### config.mk
export PLATFORM = sky130hd
export DESIGN_NAME = seven_segment_two_wire_display_driver
export DESIGN_NICKNAME = d
export VERILOG_FILES = /design/src/sv/ssd_pkg.sv /design/src/sv/ssd_digits.sv /design/src/sv/ssd_seq.sv /design/src/sv/seven_segment_two_wire_display_driver.sv
export VERILOG_INCLUDE_DIRS = /design/src /design/src/sv
export SDC_FILE = /design/constraint.sdc
export NUM_CORES = 1
export LEC_CHECK = 0
export BUFFER_PORTS_ARGS = -buffer_cell sky130_fd_sc_hd__buf_2
export CORE_ASPECT_RATIO = 1.4
export CORE_MARGIN = 2
export CORE_UTILIZATION = 50
export DETAILED_ROUTE_END_ITERATION = 8
export GPL_TIMING_DRIVEN = 0
export MAX_ROUTING_LAYER = met4
export PLACE_DENSITY = 0.66
export SLEW_MARGIN = 5
export SYNTH_ARGS = -nofsm -noshare
export SYNTH_HDL_FRONTEND = slang
export SYNTH_SLANG_ARGS = --single-unit
### constraint.sdc
create_clock -name clk -period 14.8 [get_ports clk]
set_clock_uncertainty 0.1 [all_clocks]
set_input_delay 1.48 -clock clk [delete_from_list [all_inputs] [get_ports clk]]
set_output_delay 1.48 -clock clk [all_outputs]
set_load 0.02 [all_outputs]
### src/sv/seven_segment_two_wire_display_driver_defines.svh
// Assertion macros for the display driver RTL.
// Included by the bus sequencer, which checks its own sequencing; needs clk and rst_n in scope.
`ifndef SEVEN_SEGMENT_TWO_WIRE_DISPLAY_DRIVER_DEFINES_SVH
`define SEVEN_SEGMENT_TWO_WIRE_DISPLAY_DRIVER_DEFINES_SVH

// Same-cycle implication, sampled on the rising clock edge outside reset.
`define SSD_ASSERT_SAME(lbl, ante, cons, msg) \
  lbl: assert property (@(posedge clk) disable iff (!rst_n) (ante) |-> (cons)) \
    else $error(msg);

// Next-cycle implication, sampled on the rising clock edge outside reset.
`define SSD_ASSERT_NEXT(lbl, ante, cons, msg) \
  lbl: assert property (@(posedge clk) disable iff (!rst_n) (ante) |=> (cons)) \
    else $error(msg);

`endif

### src/sv/ssd_pkg.sv
// Shared types, constants and lookup functions for the two-wire display driver.
// No dependencies; imported by every module of the block.
`default_nettype none

package ssd_pkg;

  localparam int unsigned StepW = 5;
  localparam int unsigned SubW  = 4;
  localparam int unsigned WaitW = 11;

  localparam logic [StepW-1:0] NUM_ELEMS = 5'd20;
  localparam logic [StepW-1:0] IDLE_STEP = 5'd31;

  // Elements of the update sequence that carry a byte.
  localparam logic [StepW-1:0] ELEM_DATA_CMD = 5'd1;
  localparam logic [StepW-1:0] ELEM_ADDR_CMD = 5'd5;
  localparam logic [StepW-1:0] ELEM_LEFT     = 5'd7;
  localparam logic [StepW-1:0] ELEM_HUNDREDS = 5'd9;
  localparam logic [StepW-1:0] ELEM_TENS     = 5'd11;
  localparam logic [StepW-1:0] ELEM_UNITS    = 5'd13;
  localparam logic [StepW-1:0] ELEM_DISP_CTL = 5'd17;

  localparam logic [7:0] CMD_DATA = 8'h40;
  localparam logic [7:0] CMD_ADDR = 8'hc0;

  localparam logic [7:0] RST_TICKS_PER_US = 8'd1;
  localparam logic [7:0] RST_DISP_CTL     = 8'h8f;
  localparam logic [7:0] RST_LEFT_PATTERN = 8'h25;

  // Configuration register indexes.
  localparam logic [1:0] REG_TICKS_PER_US = 2'd0;
  localparam logic [1:0] REG_DISP_CTL     = 2'd1;
  localparam logic [1:0] REG_LEFT_PATTERN = 2'd2;

  // Kinds of sequence elements.
  localparam logic [1:0] K_START = 2'd0;
  localparam logic [1:0] K_BYTE  = 2'd1;
  localparam logic [1:0] K_ACK   = 2'd2;
  localparam logic [1:0] K_STOP  = 2'd3;

  // Delay codes attached to a bus action.
  localparam logic [1:0] DLY_NONE = 2'd0;
  localparam logic [1:0] DLY_2US  = 2'd1;
  localparam logic [1:0] DLY_3US  = 2'd2;
  localparam logic [1:0] DLY_5US  = 2'd3;

  typedef struct packed {
    logic        op;
    logic [15:0] value;
    logic        dio_in;
  } ssd_item_t;

  typedef struct packed {
    logic clk_out;
    logic dio_out;
    logic dio_drive;
    logic busy_res;
  } ssd_res_t;

  typedef struct packed {
    logic [7:0] ticks_per_us;
    logic [7:0] display_control;
    logic [7:0] left_pattern;
  } ssd_cfg_t;

  typedef struct packed {
    logic [StepW-1:0] step;
    logic [SubW-1:0]  sub;
    logic [7:0]       shift;
    logic             clk_lvl;
    logic             data_lvl;
    logic             drive;
  } ssd_seq_t;

  typedef struct packed {
    ssd_seq_t   st;
    logic [1:0] dly;
    logic       chain;
  } ssd_act_t;

  function automatic logic [7:0] seg_lut(input logic [3:0] d);
    logic [7:0] s;
    unique case (d)
      4'h0: s = 8'h3f;
      4'h1: s = 8'h06;
      4'h2: s = 8'h5b;
      4'h3: s = 8'h4f;
      4'h4: s = 8'h66;
      4'h5: s = 8'h6d;
      4'h6: s = 8'h7d;
      4'h7: s = 8'h07;
      4'h8: s = 8'h7f;
      4'h9: s = 8'h6f;
      4'ha: s = 8'h77;
      4'hb: s = 8'h7c;
      4'hc: s = 8'h39;
      4'hd: s = 8'h5e;
      4'he: s = 8'h79;
      4'hf: s = 8'h71;
      default: s = 8'h00;
    endcase
    return s;
  endfunction

  function automatic logic [1:0] elem_kind(input logic [StepW-1:0] step);
    logic [1:0] k;
    unique case (step)
      5'd0, 5'd4, 5'd16: k = K_START;
      5'd1, 5'd5, 5'd7, 5'd9, 5'd11, 5'd13, 5'd17: k = K_BYTE;
      5'd2, 5'd6, 5'd8, 5'd10, 5'd12, 5'd14, 5'd18: k = K_ACK;
      default: k = K_STOP;
    endcase
    return k;
  endfunction

endpackage

`default_nettype wire

### src/sv/ssd_digits.sv
// Decimal digit splitter and segment store: one divide-by-ten step per cycle.
// Depends on ssd_pkg for the segment lookup.
`default_nettype none

module ssd_digits import ssd_pkg::*; (
  input  logic            clk,
  input  logic            rst_n,
  input  logic            start,
  input  logic [15:0]     value,
  output logic [2:0][7:0] segs
);

  logic [15:0]     rem_r, rem_nxt;
  logic [1:0]      cnt_r, cnt_nxt;
  logic [2:0][7:0] segs_r;
  logic [31:0]     prod;
  logic [12:0]     quot;
  logic [15:0]     diff;
  logic [1:0]      wr_idx;

  // x / 10 == (x * 0xCCCD) >> 19 holds for every 16-bit x.
  assign prod   = rem_r * 32'd52429;
  assign quot   = prod[31:19];
  assign diff   = rem_r - {quot, 3'b000} - {2'b00, quot, 1'b0};
  assign wr_idx = cnt_r - 2'd1;

  always_comb begin
    rem_nxt = rem_r;
    cnt_nxt = cnt_r;
    if (start) begin
      rem_nxt = value;
      cnt_nxt = 2'd3;
    end else if (cnt_r != 2'd0) begin
      rem_nxt = {3'b000, quot};
      cnt_nxt = cnt_r - 2'd1;
    end
  end

  always_ff @(posedge clk) begin
    if (!rst_n) begin
      cnt_r <= 2'd0;
    end else begin
      cnt_r <= cnt_nxt;
    end
  end

  // Units land in entry 2, tens in entry 1, hundreds in entry 0.
  always_ff @(posedge clk) begin
    rem_r <= rem_nxt;
    if (!start && cnt_r != 2'd0) begin
      segs_r[wr_idx] <= seg_lut(diff[3:0]);
    end
  end

  assign segs = segs_r;

endmodule

`default_nettype wire

### src/sv/ssd_seq.sv
// Bus sequencer: start, byte, acknowledge and stop elements driven tick by tick.
// Depends on ssd_pkg and the assertion macro header.
`default_nettype none

`include "seven_segment_two_wire_display_driver_defines.svh"

module ssd_seq import ssd_pkg::*; (
  input  logic            clk,
  input  logic            rst_n,
  input  logic            fire,
  input  ssd_item_t       item,
  input  ssd_cfg_t        cfg,
  input  logic [2:0][7:0] segs,
  output logic            load_go,
  output ssd_res_t        res_nxt
);

  ssd_seq_t         st_r, st_nxt, base;
  logic [WaitW-1:0] wait_r, wait_nxt, wait_dec, tpu, dly_ticks;
  ssd_act_t         a1, a2;
  logic             busy, run_en;

  function automatic logic [7:0] byte_for(input logic [StepW-1:0] step,
                                          input ssd_cfg_t c,
                                          input logic [2:0][7:0] sg);
    logic [7:0] b;
    unique case (step)
      ELEM_DATA_CMD: b = CMD_DATA;
      ELEM_ADDR_CMD: b = CMD_ADDR;
      ELEM_LEFT:     b = c.left_pattern;
      ELEM_HUNDREDS: b = sg[0];
      ELEM_TENS:     b = sg[1];
      ELEM_UNITS:    b = sg[2];
      ELEM_DISP_CTL: b = c.display_control;
      default:       b = 8'h00;
    endcase
    return b;
  endfunction

  // One bus action at the current element and sub-step. A zero-delay action
  // that moves on to a further element asks for a chained action.
  function automatic ssd_act_t act(input ssd_seq_t s, input logic dio,
                                   input logic [7:0] bv);
    ssd_act_t   a;
    logic [7:0] sh;
    logic       adv;
    a       = '{st: s, dly: DLY_NONE, chain: 1'b0};
    sh      = (s.sub == '0) ? bv : s.shift;
    adv     = 1'b0;
    unique case (elem_kind(s.step))
      K_START: begin
        if (s.sub == '0) begin
          a.st.drive    = 1'b1;
          a.st.clk_lvl  = 1'b1;
          a.st.data_lvl = 1'b1;
          a.dly         = DLY_2US;
          a.st.sub      = 4'd1;
        end else begin
          a.st.data_lvl = 1'b0;
          adv           = 1'b1;
        end
      end
      K_BYTE: begin
        if (!s.sub[0]) begin
          if (s.sub == '0) begin
            a.st.drive = 1'b1;
          end
          a.st.shift    = sh;
          a.st.clk_lvl  = 1'b0;
          a.st.data_lvl = sh[0];
          a.dly         = DLY_3US;
          a.st.sub      = s.sub + 4'd1;
        end else begin
          a.st.shift   = {1'b0, s.shift[7:1]};
          a.st.clk_lvl = 1'b1;
          a.dly        = DLY_3US;
          if (s.sub == 4'd15) begin
            adv = 1'b1;
          end else begin
            a.st.sub = s.sub + 4'd1;
          end
        end
      end
      K_ACK: begin
        if (s.sub == 4'd0) begin
          a.st.drive   = 1'b0;
          a.st.clk_lvl = 1'b0;
          a.dly        = DLY_5US;
          a.st.sub     = 4'd1;
        end else if (s.sub == 4'd1) begin
          if (!dio) begin
            a.st.clk_lvl = 1'b1;
            a.dly        = DLY_2US;
            a.st.sub     = 4'd2;
          end
        end else begin
          a.st.clk_lvl = 1'b0;
          adv          = 1'b1;
        end
      end
      K_STOP: begin
        if (s.sub == 4'd0) begin
          a.st.drive   = 1'b1;
          a.st.clk_lvl = 1'b0;
          a.dly        = DLY_2US;
          a.st.sub     = 4'd1;
        end else if (s.sub == 4'd1) begin
          a.st.data_lvl = 1'b0;
          a.dly         = DLY_2US;
          a.st.sub      = 4'd2;
        end else if (s.sub == 4'd2) begin
          a.st.clk_lvl = 1'b1;
          a.dly        = DLY_2US;
          a.st.sub     = 4'd3;
        end else begin
          a.st.data_lvl = 1'b1;
          adv           = 1'b1;
        end
      end
      default: a = a;
    endcase
    if (adv) begin
      a.st.sub = '0;
      if (s.step >= NUM_ELEMS - 5'd1) begin
        a.st.step = IDLE_STEP;
      end else begin
        a.st.step = s.step + 5'd1;
        a.chain   = (a.dly == DLY_NONE);
      end
    end
    return a;
  endfunction

  assign busy     = (st_r.step != IDLE_STEP);
  assign wait_dec = (wait_r != '0) ? wait_r - 11'd1 : '0;
  assign load_go  = fire && item.op && !busy;
  assign run_en   = load_go || (fire && !item.op && busy && wait_dec == '0);
  assign tpu      = (cfg.ticks_per_us == 8'd0) ? 11'd1 : {3'b000, cfg.ticks_per_us};

  always_comb begin
    base = st_r;
    if (load_go) begin
      base.step = '0;
      base.sub  = '0;
    end
    a1 = act(base, item.dio_in, byte_for(base.step, cfg, segs));
    a2 = a1.chain ? act(a1.st, item.dio_in, byte_for(a1.st.step, cfg, segs)) : a1;
  end

  always_comb begin
    unique case (a2.dly)
      DLY_2US: dly_ticks = {tpu[9:0], 1'b0};
      DLY_3US: dly_ticks = {tpu[9:0], 1'b0} + tpu;
      DLY_5US: dly_ticks = {tpu[8:0], 2'b00} + tpu;
      default: dly_ticks = '0;
    endcase
  end

  always_comb begin
    st_nxt   = st_r;
    wait_nxt = wait_r;
    if (fire && !item.op && busy) begin
      wait_nxt = wait_dec;
    end
    if (load_go) begin
      wait_nxt = '0;
    end
    if (run_en) begin
      st_nxt = a2.st;
      if (a2.dly != DLY_NONE) begin
        wait_nxt = dly_ticks;
      end
    end
  end

  assign res_nxt = '{clk_out:   st_nxt.clk_lvl,
                     dio_out:   st_nxt.data_lvl,
                     dio_drive: st_nxt.drive,
                     busy_res:  (st_nxt.step != IDLE_STEP)};

  always_ff @(posedge clk) begin
    if (!rst_n) begin
      st_r   <= '{step: IDLE_STEP, sub: '0, shift: '0,
                  clk_lvl: 1'b1, data_lvl: 1'b1, drive: 1'b1};
      wait_r <= '0;
    end else begin
      st_r   <= st_nxt;
      wait_r <= wait_nxt;
    end
  end

  `SSD_ASSERT_SAME(a_idle_bus_released, !busy,
                   st_r.clk_lvl && st_r.data_lvl && st_r.drive,
                   "bus lines not high while idle")
  `SSD_ASSERT_SAME(a_release_only_in_ack, !st_r.drive,
                   busy && elem_kind(st_r.step) == K_ACK,
                   "data line released outside an acknowledge")
  `SSD_ASSERT_NEXT(a_wait_holds_step, fire && !item.op && wait_r > 11'd1,
                   $stable(st_r.step) && $stable(st_r.sub),
                   "sequence advanced before its delay ran out")
  `SSD_ASSERT_NEXT(a_load_starts, load_go, st_r.step == '0 && st_r.sub == 4'd1,
                   "load while idle did not start a sequence")

endmodule

`default_nettype wire

### src/sv/seven_segment_two_wire_display_driver.sv
// A transaction accepted into the input register is processed when it fires, which loads the
// output register, from which its result is taken. Throughput: one transaction per cycle
// unless out_stall holds the output; stalls pass back from out_stall through one stage.
// Reset (synchronous, rst_n low): sequencer idle with all bus lines high and driven,
// registers back to their defaults; digit segments stay unknown until a load writes them.
`default_nettype none

module seven_segment_two_wire_display_driver import ssd_pkg::*; (
  input  logic        clk,
  input  logic        rst_n,
  input  logic        in_valid,
  output logic        in_stall,
  input  logic        in_op,
  input  logic [15:0] in_value,
  input  logic        in_dio_in,
  output logic        out_valid,
  input  logic        out_stall,
  output logic        out_clk_out,
  output logic        out_dio_out,
  output logic        out_dio_drive,
  output logic        out_busy_res,
  input  logic        cfg_we,
  input  logic [1:0]  cfg_index,
  input  logic [7:0]  cfg_wdata
);

  ssd_cfg_t        cfg_r;
  ssd_item_t       s1_item_r;
  logic            s1_vld_r, s1_vld_nxt;
  ssd_res_t        s2_res_r, res_nxt;
  logic            s2_vld_r, s2_vld_nxt;
  logic            fire, in_take, load_go;
  logic [2:0][7:0] segs;

  assign fire     = s1_vld_r && (!s2_vld_r || !out_stall);
  assign in_stall = s1_vld_r && !fire;
  assign in_take  = in_valid && !in_stall;

  always_comb begin
    s1_vld_nxt = s1_vld_r;
    if (in_take) begin
      s1_vld_nxt = 1'b1;
    end else if (fire) begin
      s1_vld_nxt = 1'b0;
    end
    s2_vld_nxt = s2_vld_r;
    if (fire) begin
      s2_vld_nxt = 1'b1;
    end else if (!out_stall) begin
      s2_vld_nxt = 1'b0;
    end
  end

  always_ff @(posedge clk) begin
    if (!rst_n) begin
      s1_vld_r <= 1'b0;
      s2_vld_r <= 1'b0;
      cfg_r    <= '{ticks_per_us: RST_TICKS_PER_US,
                    display_control: RST_DISP_CTL,
                    left_pattern: RST_LEFT_PATTERN};
    end else begin
      s1_vld_r <= s1_vld_nxt;
      s2_vld_r <= s2_vld_nxt;
      if (cfg_we) begin
        unique case (cfg_index)
          REG_TICKS_PER_US: cfg_r.ticks_per_us    <= cfg_wdata;
          REG_DISP_CTL:     cfg_r.display_control <= cfg_wdata;
          REG_LEFT_PATTERN: cfg_r.left_pattern    <= cfg_wdata;
          default:          cfg_r                 <= cfg_r;
        endcase
      end
    end
  end

  always_ff @(posedge clk) begin
    if (in_take) begin
      s1_item_r <= '{op: in_op, value: in_value, dio_in: in_dio_in};
    end
    if (fire) begin
      s2_res_r <= res_nxt;
    end
  end

  ssd_seq u_seq (
    .clk     (clk),
    .rst_n   (rst_n),
    .fire    (fire),
    .item    (s1_item_r),
    .cfg     (cfg_r),
    .segs    (segs),
    .load_go (load_go),
    .res_nxt (res_nxt)
  );

  ssd_digits u_digits (
    .clk   (clk),
    .rst_n (rst_n),
    .start (load_go),
    .value (s1_item_r.value),
    .segs  (segs)
  );

  assign out_valid     = s2_vld_r;
  assign out_clk_out   = s2_res_r.clk_out;
  assign out_dio_out   = s2_res_r.dio_out;
  assign out_dio_drive = s2_res_r.dio_drive;
  assign out_busy_res  = s2_res_r.busy_res;

endmodule

`default_nettype wire

==> results.py <==
metrics = {
    "yosys": {
        "async_flop_share_pct": 0,
        "synth_top_area_share_pct": 18.0,
        "syn-cell-area_mm2": 0.0122,
        "synth_edf_count": 59,
        "ys_ff_latch": 118,
        "avgSynthCellArea_um2": 8.88,
        "synth_top_cell_by_area": "ha_1",
        "yosysUniqueCellTypes": 79,
        "ys_seq_area_share_pct": 24.1,
        "syn-num-nets": 1671,
        "syn_inst": 1379,
        "ys_warn_count": 0,
        "synth_ff_type": "edfxtp_1",
        "synthTopCellsByArea": "ha_1, edfxtp_1, fa_1",
    },
    "timing": {
        "finalSetupViolCount": 0,
        "setup_tns_ns": 0,
        "relSlewSlack_pct": 4.70,
        "timing.final.ws_setup_ns": 5.97,
        "tightest_slew_ns": 1.42,
        "fmax_mhz": 113,
        "rsz0062_at_grt": "false",
        "period_share_pct": 59.7,
        "final_hold_viol_count": 0,
        "timing.final.max_slew_violations": 0,
        "period_minus_slack_ns": 8.83,
    },
    "clocking": {
        "cts_root_buf": "clkbuf_16",
        "clk_pin_slew_ns": 0.06,
        "clk_latency_ns": 0.44,
        "cts_tree": "yes",
        "htree_levels": 4,
        "cts_post_setup_buffers_inserted": 0,
        "clkSinkCount": 118,
        "cts_buffer_depth": 2,
        "cts_made_buffers": 17,
        "cts_resized": 0,
        "cts_hold_buf": 0,
    },
    "floorplan": {
        "io_pins": 39,
        "die_x_um": 136,
        "dieArea_mm2": 0.0258,
        "fp-row-count": 67,
        "start_util_pct": 51.1,
        "die_y_um": 189,
        "coreArea_mm2": 0.0240,
    },
    "hold_path": {
        "min_path_type": "flop to flop",
        "hp-start": "u_seq.base[10]",
    },
    "grt": {
        "grt_usage_pct": 28.5,
        "overflow": 0,
        "grt_start_max_net_pins": 17,
        "grt_pass1_vias": 10827,
        "grt_pass1_wl_mm": 54.8,
        "antenna_found_initial": 0,
    },
    "drt": {
        "ant_nets": 0,
        "dr.pass1.iters": 8,
        "routed_via_density": 5.97,
        "routed_wl_mm": 34.4,
        "drc": 0,
        "wl_per_cell_um": 19.6,
        "dr_total_vias": 10514,
        "first_iter_violations": 632,
    },
    "setup_path": {
        "worstSetupStartpoint": "out_stall",
        "crit_arrival_ns": 9.03,
        "cp_max_fo": 11,
        "cp-start-kind": "primary input",
        "crit_required_ns": 15.00,
        "endpoint_kind": "flop",
        "crit_type": "primary input to flop",
        "timing.rr.start": "u_seq.st_r[16]",
    },
    "place": {
        "hpwl_mm": 28.2,
        "gp_congestion": 0.954,
        "dp_slack_ns": 5.73,
        "io_buffers": 38,
    },
    "flow_run": {
        "maxCapViolCount": 0,
    },
    "cells_and_area": {
        "nets": 1729,
        "multi_input_area_mm2": 0.00842,
        "drive_above_1_share_pct": 7.52,
        "seqCellArea_mm2": 0.00295,
        "antenna_cells": 0,
        "fillCellCount": 2242,
        "area_delta_synth_final_pct": 9.83,
    },
    "outcome": {
        "status": "completed",
    },
}
[cell families (layout without fill, tap and decap cells)]
family,count (synthesis),after routing,share of synthesized area [%]
XOR/XNOR,38,38,2.72
buffers and inverters,229,300,7.20
adder cells (fa/ha/maj),260,260,31.6
multiplexers,24,24,2.12
flip-flops,118,118,24.1
AO/OA/AOI/OAI,332,332,17.8
AND/OR/NAND/NOR,378,378,14.4
[routing by layer]
layer	up-vias	GRT usage (%)	routed length (um)
li1	4978	-	-
met1	5062	27.5	12000
met2	343	52.6	18800
met3	131	3.37	1270
met4	0	18.3	2350
met5	-	-	0
[worst max-delay path, cell delays in order]
cell and delay (ns):
buf_2 0.10, a21bo_2 0.18, inv_2 0.10, nand3_1 0.15, clkbuf_1 0.39, clkbuf_1 0.61
nand2_1 0.49, inv_1 0.18, clkbuf_1 0.52, ha_1 0.29, inv_1 0.09, a31oi_1 0.29
and4_1 0.23, clkbuf_1 0.27, nor3_4 0.12, a31oi_1 0.81, inv_1 0.31, ha_1 0.29
buf_1 0.22, a21o_1 0.24, a221oi_1 0.25, o21ai_0 0.17, a21oi_1 0.31, buf_2 0.28
buf_2 0.25, o21ai_0 0.11, nand3_1 0.16, o22ai_1 0.12
[path summary, 6_finish.rpt]
| path | to | slack [ns] | depth (start not counted) |
|---|---|---|---|
| worst min-delay path | u_seq.base[10] | 0.37 | 2 |
| worst min register to register | u_seq.base[10] | 0.37 | 2 |
| worst max register to register | u_seq.wait_r[6] | 6.49 | 27 |
| worst max-delay path | u_seq.wait_r[6] | 5.97 | 28 |
[final cells by class]
type                            instances  area share (%)
Tap cell                              310            2.88
Multi-Input combinational cell       1032            62.6
Timing Repair Buffer                   39            1.53
Buffer                                 48            1.51
Inverter                              181            5.05
Clock buffer                           19            3.54
Sequential cell                       118            22.0
Clock inverter                         13           0.940
[synthesized netlist by cell type, types with 17 or more instances]
master	count
a21oi_1	101
a22oi_1	17
a31oi_1	20
and3_1	17
clkbuf_1	38
dfxtp_1	59
edfxtp_1	59
fa_1	83
ha_1	176
inv_1	179
nand2_1	143
nand3_1	24
nor2_1	92
nor3_1	26
o21ai_0	64
xnor2_1	28
[flip-flops by register name, summed over array words and instances, names as in the netlist, 2 cells and up]
signal	flops
cfg_r	24
u_digits.segs	21
s1_item_r	18
u_digits.rem_r	16
u_seq.base	11
u_seq.wait_r	11
u_seq.st_r	9
u_digits.cnt_r	2
[metrics by stage]
stage	utilization [%]	area, um2	instances	hold slack, ns
after global placement	53.5	12800	1727	0.358
final	56.1	13400	1760	0.374
after global routing	56.1	13400	1760	0.397
after floorplan	-	12200	1379	0.342
after detailed placement	53.6	12800	1728	0.365
after CTS	56.1	13400	1760	0.374
[placed cells by master (no fill, tap or decap), types with 6 or more instances in the layout]
| cell type | netlist | routed |
|---|---|---|
| and2_1 | 8 | 8 |
| or3_1 | 9 | 9 |
| nand3_1 | 24 | 24 |
| nand2_1 | 143 | 143 |
| nor3b_1 | 12 | 12 |
| mux2i_1 | 12 | 12 |
| nand4_1 | 8 | 8 |
| clkbuf_1 | 38 | 38 |
| xnor2_1 | 28 | 28 |
| xor2_1 | 10 | 10 |
| nor2b_1 | 7 | 6 |
| a222oi_1 | 11 | 11 |
| o21ai_0 | 64 | 64 |
| nor3_1 | 26 | 26 |
| inv_6 | 0 | 7 |
| a31oi_1 | 20 | 20 |
| a21oi_1 | 101 | 101 |
| ha_1 | 176 | 176 |
| a211o_1 | 6 | 6 |
| inv_1 | 179 | 179 |
| a22oi_1 | 17 | 17 |
| nor2_1 | 92 | 92 |
| nand2b_1 | 10 | 10 |
| edfxtp_1 | 59 | 59 |
| a21o_1 | 15 | 15 |
| o211ai_1 | 12 | 12 |
| dfxtp_1 | 59 | 59 |
| a211oi_1 | 9 | 9 |
| buf_2 | 6 | 44 |
| o22ai_1 | 10 | 10 |
| and3_1 | 17 | 17 |
| clkbuf_16 | 0 | 19 |
| fa_1 | 83 | 83 |
| mux2_2 | 11 | 11 |
| o21a_1 | 6 | 6 |
Power is left out: the tool's default activity adds up to more than one toggle a clock period on the data nets, which glitch-free logic cannot reach.
